## src/hw/rtl/servo_command_frame_builder_unit_defines.svh

```systemverilog
// ----------------------------------------------------------------------------
// Servo command frame builder assertion macros
// Shared concurrent assertion shorthands for the frame builder RTL.
// ----------------------------------------------------------------------------
`ifndef SERVO_COMMAND_FRAME_BUILDER_UNIT_DEFINES_SVH
`define SERVO_COMMAND_FRAME_BUILDER_UNIT_DEFINES_SVH

// Same-cycle implication, checked outside reset.
`define SCFB_ASSERT_NOW(label, clk, rst, ante, cons) \
   label: assert property (@(posedge clk) disable iff (rst) (ante) |-> (cons)) \
      else $error("frame builder check failed");

// Next-cycle implication, checked outside reset.
`define SCFB_ASSERT_NEXT(label, clk, rst, ante, cons) \
   label: assert property (@(posedge clk) disable iff (rst) (ante) |=> (cons)) \
      else $error("frame builder check failed");

`endif

```

## src/hw/rtl/scfb_pkg.sv

```systemverilog
// ----------------------------------------------------------------------------
// Servo command frame builder package
// Command codes, frame constants and the queued command entry type.
// ----------------------------------------------------------------------------
package scfb_pkg;

   typedef enum logic {
      OP_MOVE = 1'b0,
      OP_READ = 1'b1
   } op_type;

   localparam logic [7:0] HDR_BYTE     = 8'hFF;
   localparam logic [7:0] LEN_MOVE     = 8'd7;
   localparam logic [7:0] INSTR_WRITE  = 8'd3;
   localparam logic [7:0] ADDR_POSTIME = 8'd42;
   localparam logic [7:0] LEN_READ     = 8'd4;
   localparam logic [7:0] INSTR_READ   = 8'd2;
   localparam logic [7:0] ADDR_POS     = 8'd56;
   localparam logic [7:0] READ_COUNT   = 8'd2;

   // Byte positions within a frame
   localparam logic [3:0] BYTE_HDR0  = 4'd0;
   localparam logic [3:0] BYTE_HDR1  = 4'd1;
   localparam logic [3:0] BYTE_ID    = 4'd2;
   localparam logic [3:0] BYTE_LEN   = 4'd3;
   localparam logic [3:0] BYTE_INSTR = 4'd4;
   localparam logic [3:0] BYTE_ADDR  = 4'd5;
   localparam logic [3:0] BYTE_D0    = 4'd6;
   localparam logic [3:0] BYTE_D1    = 4'd7;
   localparam logic [3:0] BYTE_D2    = 4'd8;
   localparam logic [3:0] BYTE_D3    = 4'd9;
   localparam logic [3:0] MOVE_LAST  = 4'd10;
   localparam logic [3:0] READ_LAST  = 4'd7;

   typedef struct packed {
      op_type      op;
      logic [7:0]  servo_id;
      logic [15:0] target_position;
      logic [15:0] move_time;
      logic [7:0]  checksum;
   } cmd_entry_type;

endpackage

```

## src/hw/rtl/scfb_front.sv

```systemverilog
// ----------------------------------------------------------------------------
// Frame builder front end
// Classifies an incoming command and precomputes its frame checksum.
// ----------------------------------------------------------------------------
module scfb_front
   import scfb_pkg::*;
(
   input  logic          req_valid,
   input  logic          req_operation,
   input  logic [7:0]    req_servo_id,
   input  logic [15:0]   req_target_position,
   input  logic [15:0]   req_move_time,
   input  logic          queue_full,
   output logic          req_ready,
   output logic          push,
   output cmd_entry_type push_entry
);

   logic [7:0] sum;

   always_comb begin
      if (op_type'(req_operation) == OP_READ) begin
         sum = req_servo_id + LEN_READ + INSTR_READ + ADDR_POS + READ_COUNT;
      end else begin
         sum = req_servo_id + LEN_MOVE + INSTR_WRITE + ADDR_POSTIME
             + req_target_position[15:8] + req_target_position[7:0]
             + req_move_time[15:8] + req_move_time[7:0];
      end
   end

   assign req_ready                  = ~queue_full;
   assign push                       = req_valid & ~queue_full;
   assign push_entry.op              = op_type'(req_operation);
   assign push_entry.servo_id        = req_servo_id;
   assign push_entry.target_position = req_target_position;
   assign push_entry.move_time       = req_move_time;
   assign push_entry.checksum        = ~sum;

endmodule

```

## src/hw/rtl/scfb_queue.sv

```systemverilog
// ----------------------------------------------------------------------------
// Frame builder command queue
// Short register FIFO between the front end and the byte serializer.
// ----------------------------------------------------------------------------
module scfb_queue
   import scfb_pkg::*;
#(
   parameter int DEPTH = 2
)
(
   input  logic          clock,
   input  logic          reset,
   input  logic          push,
   input  cmd_entry_type push_entry,
   input  logic          pop,
   output logic          full,
   output logic          head_valid,
   output cmd_entry_type head_entry
);

   localparam int PTR_W = (DEPTH > 1) ? $clog2(DEPTH) : 1;
   localparam int CNT_W = $clog2(DEPTH + 1);

   cmd_entry_type entries_ff [DEPTH];
   logic [PTR_W-1:0] wr_ptr_ff, wr_ptr_in;
   logic [PTR_W-1:0] rd_ptr_ff, rd_ptr_in;
   logic [CNT_W-1:0] count_ff, count_in;

   assign full       = (count_ff == CNT_W'(DEPTH));
   assign head_valid = (count_ff != '0);
   assign head_entry = entries_ff[rd_ptr_ff];

   always_comb begin
      wr_ptr_in = wr_ptr_ff;
      rd_ptr_in = rd_ptr_ff;
      count_in  = count_ff;
      if (push) begin
         wr_ptr_in = (wr_ptr_ff == PTR_W'(DEPTH - 1)) ? '0 : wr_ptr_ff + 1'b1;
      end
      if (pop) begin
         rd_ptr_in = (rd_ptr_ff == PTR_W'(DEPTH - 1)) ? '0 : rd_ptr_ff + 1'b1;
      end
      if (push && !pop) begin
         count_in = count_ff + 1'b1;
      end else if (pop && !push) begin
         count_in = count_ff - 1'b1;
      end
   end

   always_ff @(posedge clock) begin
      if (reset) begin
         wr_ptr_ff <= '0;
         rd_ptr_ff <= '0;
         count_ff  <= '0;
      end else begin
         wr_ptr_ff <= wr_ptr_in;
         rd_ptr_ff <= rd_ptr_in;
         count_ff  <= count_in;
      end
   end

   always_ff @(posedge clock) begin
      if (push) begin
         entries_ff[wr_ptr_ff] <= push_entry;
      end
   end

endmodule

```

## src/hw/rtl/scfb_back.sv

```systemverilog
// ----------------------------------------------------------------------------
// Frame builder back end
// Walks the head command byte by byte into a registered output word.
// ----------------------------------------------------------------------------
`include "servo_command_frame_builder_unit_defines.svh"

module scfb_back
   import scfb_pkg::*;
(
   input  logic          clock,
   input  logic          reset,
   input  logic          head_valid,
   input  cmd_entry_type head_entry,
   output logic          pop,
   output logic          rsp_valid,
   input  logic          rsp_ready,
   output logic [7:0]    rsp_frame_byte,
   output logic          rsp_last_byte
);

   logic [3:0] index_ff, index_in;
   logic       rsp_valid_ff, rsp_valid_in;
   logic [7:0] rsp_byte_ff, rsp_byte_in;
   logic       rsp_last_ff, rsp_last_in;
   logic       is_read;
   logic       at_last;
   logic       load;
   logic [7:0] sel_byte;

   assign is_read = (head_entry.op == OP_READ);
   assign at_last = (index_ff == (is_read ? READ_LAST : MOVE_LAST));
   // refill the output word when it is empty or being taken
   assign load    = head_valid & (~rsp_valid_ff | rsp_ready);
   assign pop     = load & at_last;

   always_comb begin
      case (index_ff)
         BYTE_HDR0, BYTE_HDR1: sel_byte = HDR_BYTE;
         BYTE_ID:    sel_byte = head_entry.servo_id;
         BYTE_LEN:   sel_byte = is_read ? LEN_READ : LEN_MOVE;
         BYTE_INSTR: sel_byte = is_read ? INSTR_READ : INSTR_WRITE;
         BYTE_ADDR:  sel_byte = is_read ? ADDR_POS : ADDR_POSTIME;
         BYTE_D0:    sel_byte = is_read ? READ_COUNT : head_entry.target_position[15:8];
         BYTE_D1:    sel_byte = is_read ? head_entry.checksum
                                        : head_entry.target_position[7:0];
         BYTE_D2:    sel_byte = head_entry.move_time[15:8];
         BYTE_D3:    sel_byte = head_entry.move_time[7:0];
         default:    sel_byte = head_entry.checksum;
      endcase
   end

   always_comb begin
      index_in     = index_ff;
      rsp_byte_in  = rsp_byte_ff;
      rsp_last_in  = rsp_last_ff;
      rsp_valid_in = rsp_valid_ff & ~rsp_ready;
      if (load) begin
         index_in     = at_last ? '0 : index_ff + 1'b1;
         rsp_byte_in  = sel_byte;
         rsp_last_in  = at_last;
         rsp_valid_in = 1'b1;
      end
   end

   always_ff @(posedge clock) begin
      if (reset) begin
         index_ff     <= '0;
         rsp_valid_ff <= 1'b0;
      end else begin
         index_ff     <= index_in;
         rsp_valid_ff <= rsp_valid_in;
      end
   end

   always_ff @(posedge clock) begin
      rsp_byte_ff <= rsp_byte_in;
      rsp_last_ff <= rsp_last_in;
   end

   assign rsp_valid      = rsp_valid_ff;
   assign rsp_frame_byte = rsp_byte_ff;
   assign rsp_last_byte  = rsp_last_ff;

   `SCFB_ASSERT_NOW(a_mid_frame_has_head, clock, reset, index_ff != '0, head_valid)
   `SCFB_ASSERT_NOW(a_index_in_range, clock, reset, 1'b1, index_ff <= MOVE_LAST)
   `SCFB_ASSERT_NOW(a_read_index_in_range, clock, reset, head_valid && is_read, index_ff <= READ_LAST)
   `SCFB_ASSERT_NEXT(a_pop_marks_last, clock, reset, pop, rsp_valid_ff && rsp_last_ff && index_ff == '0)

endmodule

```

## src/hw/rtl/servo_command_frame_builder_unit.sv

```systemverilog
// ----------------------------------------------------------------------------
// Servo command frame builder
// Turns move and position-read commands into serial instruction frames.
// ----------------------------------------------------------------------------
// Each accepted command produces one instruction frame on the rsp_ channel,
// one byte per word, with rsp_last_byte set on the trailing checksum byte.
// A move takes 11 words, a read request 8; the serializer emits at most one
// byte per cycle, stalling while rsp_ready is low. Frames follow each other
// with no gap while the next command is already queued. Commands are classified
// and checksummed on entry and wait in a QUEUE_DEPTH-entry queue, so req_ready
// stays high while a frame is being sent until the queue fills.
module servo_command_frame_builder_unit
   import scfb_pkg::*;
#(
   parameter int QUEUE_DEPTH = 2
)
(
   input  logic        clock,
   input  logic        reset,
   input  logic        req_valid,
   output logic        req_ready,
   input  logic        req_operation,
   input  logic [7:0]  req_servo_id,
   input  logic [15:0] req_target_position,
   input  logic [15:0] req_move_time,
   output logic        rsp_valid,
   input  logic        rsp_ready,
   output logic [7:0]  rsp_frame_byte,
   output logic        rsp_last_byte
);

   logic          push;
   cmd_entry_type push_entry;
   logic          queue_full;
   logic          head_valid;
   cmd_entry_type head_entry;
   logic          pop;

   scfb_front u_front (
      .req_valid           (req_valid),
      .req_operation       (req_operation),
      .req_servo_id        (req_servo_id),
      .req_target_position (req_target_position),
      .req_move_time       (req_move_time),
      .queue_full          (queue_full),
      .req_ready           (req_ready),
      .push                (push),
      .push_entry          (push_entry)
   );

   scfb_queue #(
      .DEPTH (QUEUE_DEPTH)
   ) u_queue (
      .clock      (clock),
      .reset      (reset),
      .push       (push),
      .push_entry (push_entry),
      .pop        (pop),
      .full       (queue_full),
      .head_valid (head_valid),
      .head_entry (head_entry)
   );

   scfb_back u_back (
      .clock          (clock),
      .reset          (reset),
      .head_valid     (head_valid),
      .head_entry     (head_entry),
      .pop            (pop),
      .rsp_valid      (rsp_valid),
      .rsp_ready      (rsp_ready),
      .rsp_frame_byte (rsp_frame_byte),
      .rsp_last_byte  (rsp_last_byte)
   );

endmodule

```

## config.mk

```make
export PLATFORM = sky130hd
export DESIGN_NAME = servo_command_frame_builder_unit
export DESIGN_NICKNAME = d
export VERILOG_FILES = /design/src/hw/rtl/scfb_pkg.sv /design/src/hw/rtl/scfb_front.sv /design/src/hw/rtl/scfb_queue.sv /design/src/hw/rtl/scfb_back.sv /design/src/hw/rtl/servo_command_frame_builder_unit.sv
export VERILOG_INCLUDE_DIRS = /design/src /design/src/hw/rtl
export SDC_FILE = /design/constraint.sdc
export NUM_CORES = 1
export LEC_CHECK = 0
export BUFFER_PORTS_ARGS = -buffer_cell sky130_fd_sc_hd__buf_2
export CORE_MARGIN = 3
export CORE_UTILIZATION = 40
export DETAILED_ROUTE_END_ITERATION = 12
export PLACE_DENSITY_LB_ADDON = 0.2
export SKIP_LAST_GASP = 1
export SLEW_MARGIN = 20
export SYNTH_ARGS = -nofsm -noshare
export SYNTH_HDL_FRONTEND = slang
export SYNTH_HIERARCHICAL = 1
export SYNTH_SLANG_ARGS = --single-unit
```

## constraint.sdc

```tcl
create_clock -name clock -period 8.15 [get_ports clock]
set_clock_uncertainty 0.2 [all_clocks]
set_input_delay 0.815 -clock clock [delete_from_list [all_inputs] [get_ports clock]]
set_output_delay 0.815 -clock clock [all_outputs]
set_load 0.02 [all_outputs]
```

### Yosys cells after proc, flatten, opt, wreduce, memory -nomap -nowiden

Memory sizes are Yosys's and may differ from the RTL's. A register that Yosys moved wholly into a read port is not among the register bits.
Index checks and enable logic that the tools add are counted.

| word-level totals | value |
|---|---|
| register bits after elaboration | 18 |
| memory bits (writable) | 98 |
| bits of input ports | 45 |
| output and inout bits | 11 |
| logic and storage cells | 70 |
| memories | 1 |

Memories:

| memory | depth | bits a word | rd ports | clocked after memory_dff | wr ports | RTL line | RTL |
|---|---|---|---|---|---|---|---|
| u_queue.entries_ff | 2 | 49 | 1 | 1 | 1 | scfb_queue.sv:24 | `cmd_entry_type entries_ff [DEPTH];` |

| cells by class | value |
|---|---|
| $add $sub $neg | 16 |
| equality and inequality tests | 11 |
| mux-type cells | 18 |
| bitwise operators | 9 |
| reduce and logical (&&, ||, !) cells | 8 |

Operators by type and width:

| kind | count |
|---|---|
| $pmux W8 S9 | 1 |
| $add A8 B8 Y8 | 4 |
| $add A8 B2 Y8 const B | 3 |
| $mux W8 | 3 |
| $add A8 B3 Y8 const B | 2 |
| $add A8 B6 Y8 const B | 2 |
| $eq A4 B3 Y1 const B | 4 |
| $eq A4 B2 Y1 const B | 2 |
| $eq A4 B4 Y1 const B | 2 |
| $mux W1 | 8 |
| $mux W4 | 2 |
| $not A8 Y8 | 1 |
| $mux W2 | 3 |
| $mux W5 | 1 |
| $add A4 B1 Y4 const B | 1 |
| $and A1 B1 Y1 | 4 |
| $eq A4 B1 Y1 const B | 1 |
| $eq A4 B4 Y1 | 1 |
| $logic_not A4 Y1 | 1 |
| $reduce_bool A2 Y1 | 2 |
| $not A1 Y1 | 3 |
| $add A1 B1 Y1 const B | 2 |
| $add A2 B1 Y2 const B | 1 |
| $eq A2 B2 Y1 const B | 1 |
| other kinds (5) | 7 |

### Logic depth before layout (Yosys ltp)

| depth | value |
|---|---|
| depth in word-level cells | 9 |
| depth in mapped cells | 13 |
| gate-level depth less buffers | 13 |

### Cells and area by module

Netlist, hierarchy kept.

By module, submodules not included:

| module | times used | cells each | area an instance (µm²) | sequential area each (µm²) |
|---|---|---|---|---|
| scfb_queue | 1 | 174 | 3742.3 | 3042.9 |
| scfb_front | 1 | 159 | 1338.8 | 0.0 |
| scfb_back | 1 | 132 | 1231.2 | 370.4 |

### Worst setup path before layout

No wires, ideal clock.

| path | value |
|---|---|
| path kind | in2reg |
| start | in req_servo_id[3] |
| end | mem u_queue/entries_ff[0][6] in the netlist's numbering (data pin) |
| library setup time | 0.262 ns |
| data arrival time | 3.666 ns |
| data required time | 7.688 ns |
| setup slack | 4.021 ns |
| stages on the path | 12 |
| buffers on the path | 0 |
| cells stage by stage | inv_1 > fa_1 > inv_1 > fa_1 > inv_1 > fa_1 > inv_1 > fa_1 > a21o_1 > a21oi_1 > xor2_1 > mux2_2 |

RTL lines:

| item | RTL line | RTL |
|---|---|---|
| start, declared | servo_command_frame_builder_unit.sv:23 | `input logic [7:0] req_servo_id,` |
| end, declared | scfb_queue.sv:24 |  |

==> summary.md <==
| Metric | Value |
|---|---|
| Number of CTS-inserted buffers | 17 |
| Total overflow reported by the global router | 0 |
| H-tree depth reported by CTS | 4 |
| Fmax achieved | 0.252 GHz |
| Total power per unit cell area | 277 nW/um2 |
| Insertion delay to the later sink of the worst-skew pair | 0.41 ns |
| Worst Setup Start Kind | input pin |
| Max-Slew Margin vs Limit | 42.9% |
| Setup bufs post-CTS | 0 |
| Die Ht | 132 um |
| Vias per Instance | 4.93 |
| CP Data Arrival Time | 3.90 ns |
| Synthesized net count | 548 |
| Crit path time final | 3.96 ns |
| Total I/O pin count | 56 |
| Summed instance area of the synthesized netlist | 6310 um2 |
| Clock Sinks | 117 |
| Share of final-layout standard cells stronger than drive strength 1 | 30.9% |
| Clock root buffer | sky130_fd_sc_hd__clkbuf_16 |
| Total Nets Final | 569 |
| Most frequent standard cell in the layout excluding fill and tap cells | sky130_fd_sc_hd__edfxtp_1 |
| Number of global-route vias before repair | 3788 |
| Overall global routing resource usage | 15.7% |
| Total negative slack for setup checks | 0 ns |
| Commonest cells after routing, fill and taps aside | sky130_fd_sc_hd__edfxtp_1, sky130_fd_sc_hd__inv_1, sky130_fd_sc_hd__buf_2 |
| Clock tree buffer depth | 2 |
| CTS tree | built |
| Critical path start-end classification | input pin to flop |
| Post-synthesis to final-layout area growth | 11.7% |
| Worst hold slack | 0.328 ns |
| Quantity of hold-fixing buffers added after cts | 0 |
| FILL cells | 1407 |
| Row count | 45 |
| Final std cells w/o fill | 710 |
| Remaining design rule violation count | 0 |
| Slew at the pin closest to its max-slew limit | 0.856 ns |
| Remaining antenna violation count | 0 |
| Post-detailed-route wirelength per cell | 17.7 um |
| # Max-Cap Violations | 0 |
| Sequential-to-total area share from yosys stat | 54.1% |
| Die Width | 132 um |
| Router iterations before antenna repair | 4 |
| Clock transition at the registers of the reported paths | 0.05 ns |
| Highest-delay cell along the critical path | sky130_fd_sc_hd__fa_1 |
| Mean instance size in the synthesized netlist | 13.6 um2 |
| Initial Utilization | 41.2% |
| Endpoints failing hold | 0 |
| Required time reported for the critical path endpoint | 8.09 ns |
| Pin count of the biggest net entering global routing | 50 |
| Crit path largest cell delay | 0.53 ns |
| Number of synthesized flops with an enable pin | 107 |
| Antenna diode count | 0 |
| Post-cts sizing count | 0 |
| Wire length of the first global-routing pass | 20.7 mm |
| DP Wirelength | 8.29 mm |
| Type of element capturing the critical path | flop |
| Period utilization | 48.6% |
| Routed wire length | 12.6 mm |
| 1st-iter DRT viols | 181 |
| Highest fanout seen on the critical path | 4 |
| Hold WC Path Type | flop to flop |
| Syn Inst Count | 465 |
| Antenna violations before repair | 0 |
| Number of distinct library cells after synthesis | 62 |
| Chain of cells forming the critical path | buf_2 > inv_1 > fa_1 > inv_1 > fa_1 > inv_1 > fa_1 > inv_1 > ha_1 > a211oi_1 > o21bai_1 > a21oi_2 > xnor2_1 > mux2i_1 |
| Total via count after detailed routing | 3498 |
| Static leakage | 0.00273 uW |
| Most common flop cell mapped by yosys | sky130_fd_sc_hd__edfxtp_1 |
| GP Congestion | 0.780 |
| Peak ir drop on the vdd network | 0.171 mV |
| Count of buffers inserted at the top-level ports | 55 |
| Status | finished, final reports clean |
| Area enclosed by the die boundary | 17300 um2 |
| Ys async rst share | 0% |
| Placed Cells | 678 |
| Max Slew Vio Count | 0 |
| Number of flip-flops and latches in the synthesized netlist | 117 |
| Setup violators final | 0 |
| Cell type with the highest occurrence count on the critical path | sky130_fd_sc_hd__inv_1 |
| Core region area | 15300 um2 |
| Yosys warning count | 6 |
| RSZ-0062 raised after global routing | no |
[where the power goes]
group          switching, uW  internal (uW)  leakage [uW]
registers               21.3            760       0.00107
logic                    276            193       0.00138
clock network            245            456      0.000282
total                    542           1410       0.00273
[metal layers]
metal	wire, um	share of wire, %	global-route usage, %	up-vias
li1	-	-	-	1661
met4	269	2.1	7.47	0
met5	0	0	0	-
met3	639	5.1	3.71	22
met2	6180	49	24.6	93
met1	5480	44	20.6	1722
[registers in the layout, indices dropped and copies added (netlist names), named ones only]
register and count:
u_queue/rd_ptr_ff 1, u_queue/wr_ptr_ff 1, u_back/rsp_last_byte 1, u_queue/entries_ff 98, u_back/index_ff 4, u_back/rsp_valid 1
u_queue/count_ff 2, u_back/rsp_frame_byte 8
[worst paths after layout]
check / depth (start not counted) / endpoint / slack, ns / startpoint
worst min-delay path: 2 / u_queue/rd_ptr_ff / 0.33 / u_queue/rd_ptr_ff
worst max-delay path: 14 / u_queue/entries_ff[0][7] / 4.19 / req_servo_id[3]
worst max register to register: 9 / u_queue/count_ff[1] / 4.85 / flop
worst min register to register: 2 / u_queue/rd_ptr_ff / 0.33 / u_queue/rd_ptr_ff
[cells in the mapped netlist (8+ instances only)]
library cell               number  area, um2
sky130_fd_sc_hd__a21oi_1       11       55.1
sky130_fd_sc_hd__a32oi_1        8       70.1
sky130_fd_sc_hd__buf_4         42        315
sky130_fd_sc_hd__dfxtp_1       10        200
sky130_fd_sc_hd__edfxtp_1     107       3210
sky130_fd_sc_hd__fa_1          20        400
sky130_fd_sc_hd__ha_1          18        225
sky130_fd_sc_hd__inv_1         61        229
sky130_fd_sc_hd__mux2_2        51        574
sky130_fd_sc_hd__nand2_1        9       33.8
sky130_fd_sc_hd__nor2_1        15       56.3
sky130_fd_sc_hd__xnor2_1       10       87.6
[final cells by class]
type,instances,area [um2],share of cell area (%)
sequential,117,3410,48.4
multi-input combinational,229,2260,32.1
clock buffer,29,553,7.85
timing repair buffer,59,305,4.33
tap,211,264,3.75
inverter,62,233,3.30
clock inverter,3,15.0,0.213
[cells by family (layout without fill, tap and decap cells)]
family / after synthesis / in the layout / synth area share, %
and+or+nand+nor: 51 / 51 / 4.62
muxes: 62 / 62 / 11.1
buffers and inverters: 119 / 153 / 10.2
adders and majority gates: 38 / 38 / 9.91
AOI/OAI and AO/OA: 60 / 60 / 7.29
DFF: 117 / 117 / 54.1
xor gates and xnor gates: 18 / 18 / 2.83
[per-stage QoR]
stage / worst slack, ns / area, um2 / utilization (%) / power, uW
detailed placement: 3.76 / 6480 / 42.3 / 1260
finish: 4.19 / 7050 / 46.0 / 1950
floorplan: 4.02 / 6310 / - / 1140
global route: 4.00 / 7050 / 46.0 / 2060
global placement: 3.81 / 6480 / 42.3 / 1250
CTS: 4.21 / 7050 / 46.0 / 1970
[worst max-delay path, delay by kind of cell]
| family | cells | cell delay [ns] |
|---|---|---|
| fa+ha+maj | 4 | 1.90 |
| compound gates | 3 | 0.61 |
| mux | 1 | 0.11 |
| buf+inv | 5 | 0.35 |
| xor+xnor | 1 | 0.13 |
(Power assumes the default switching activity.)
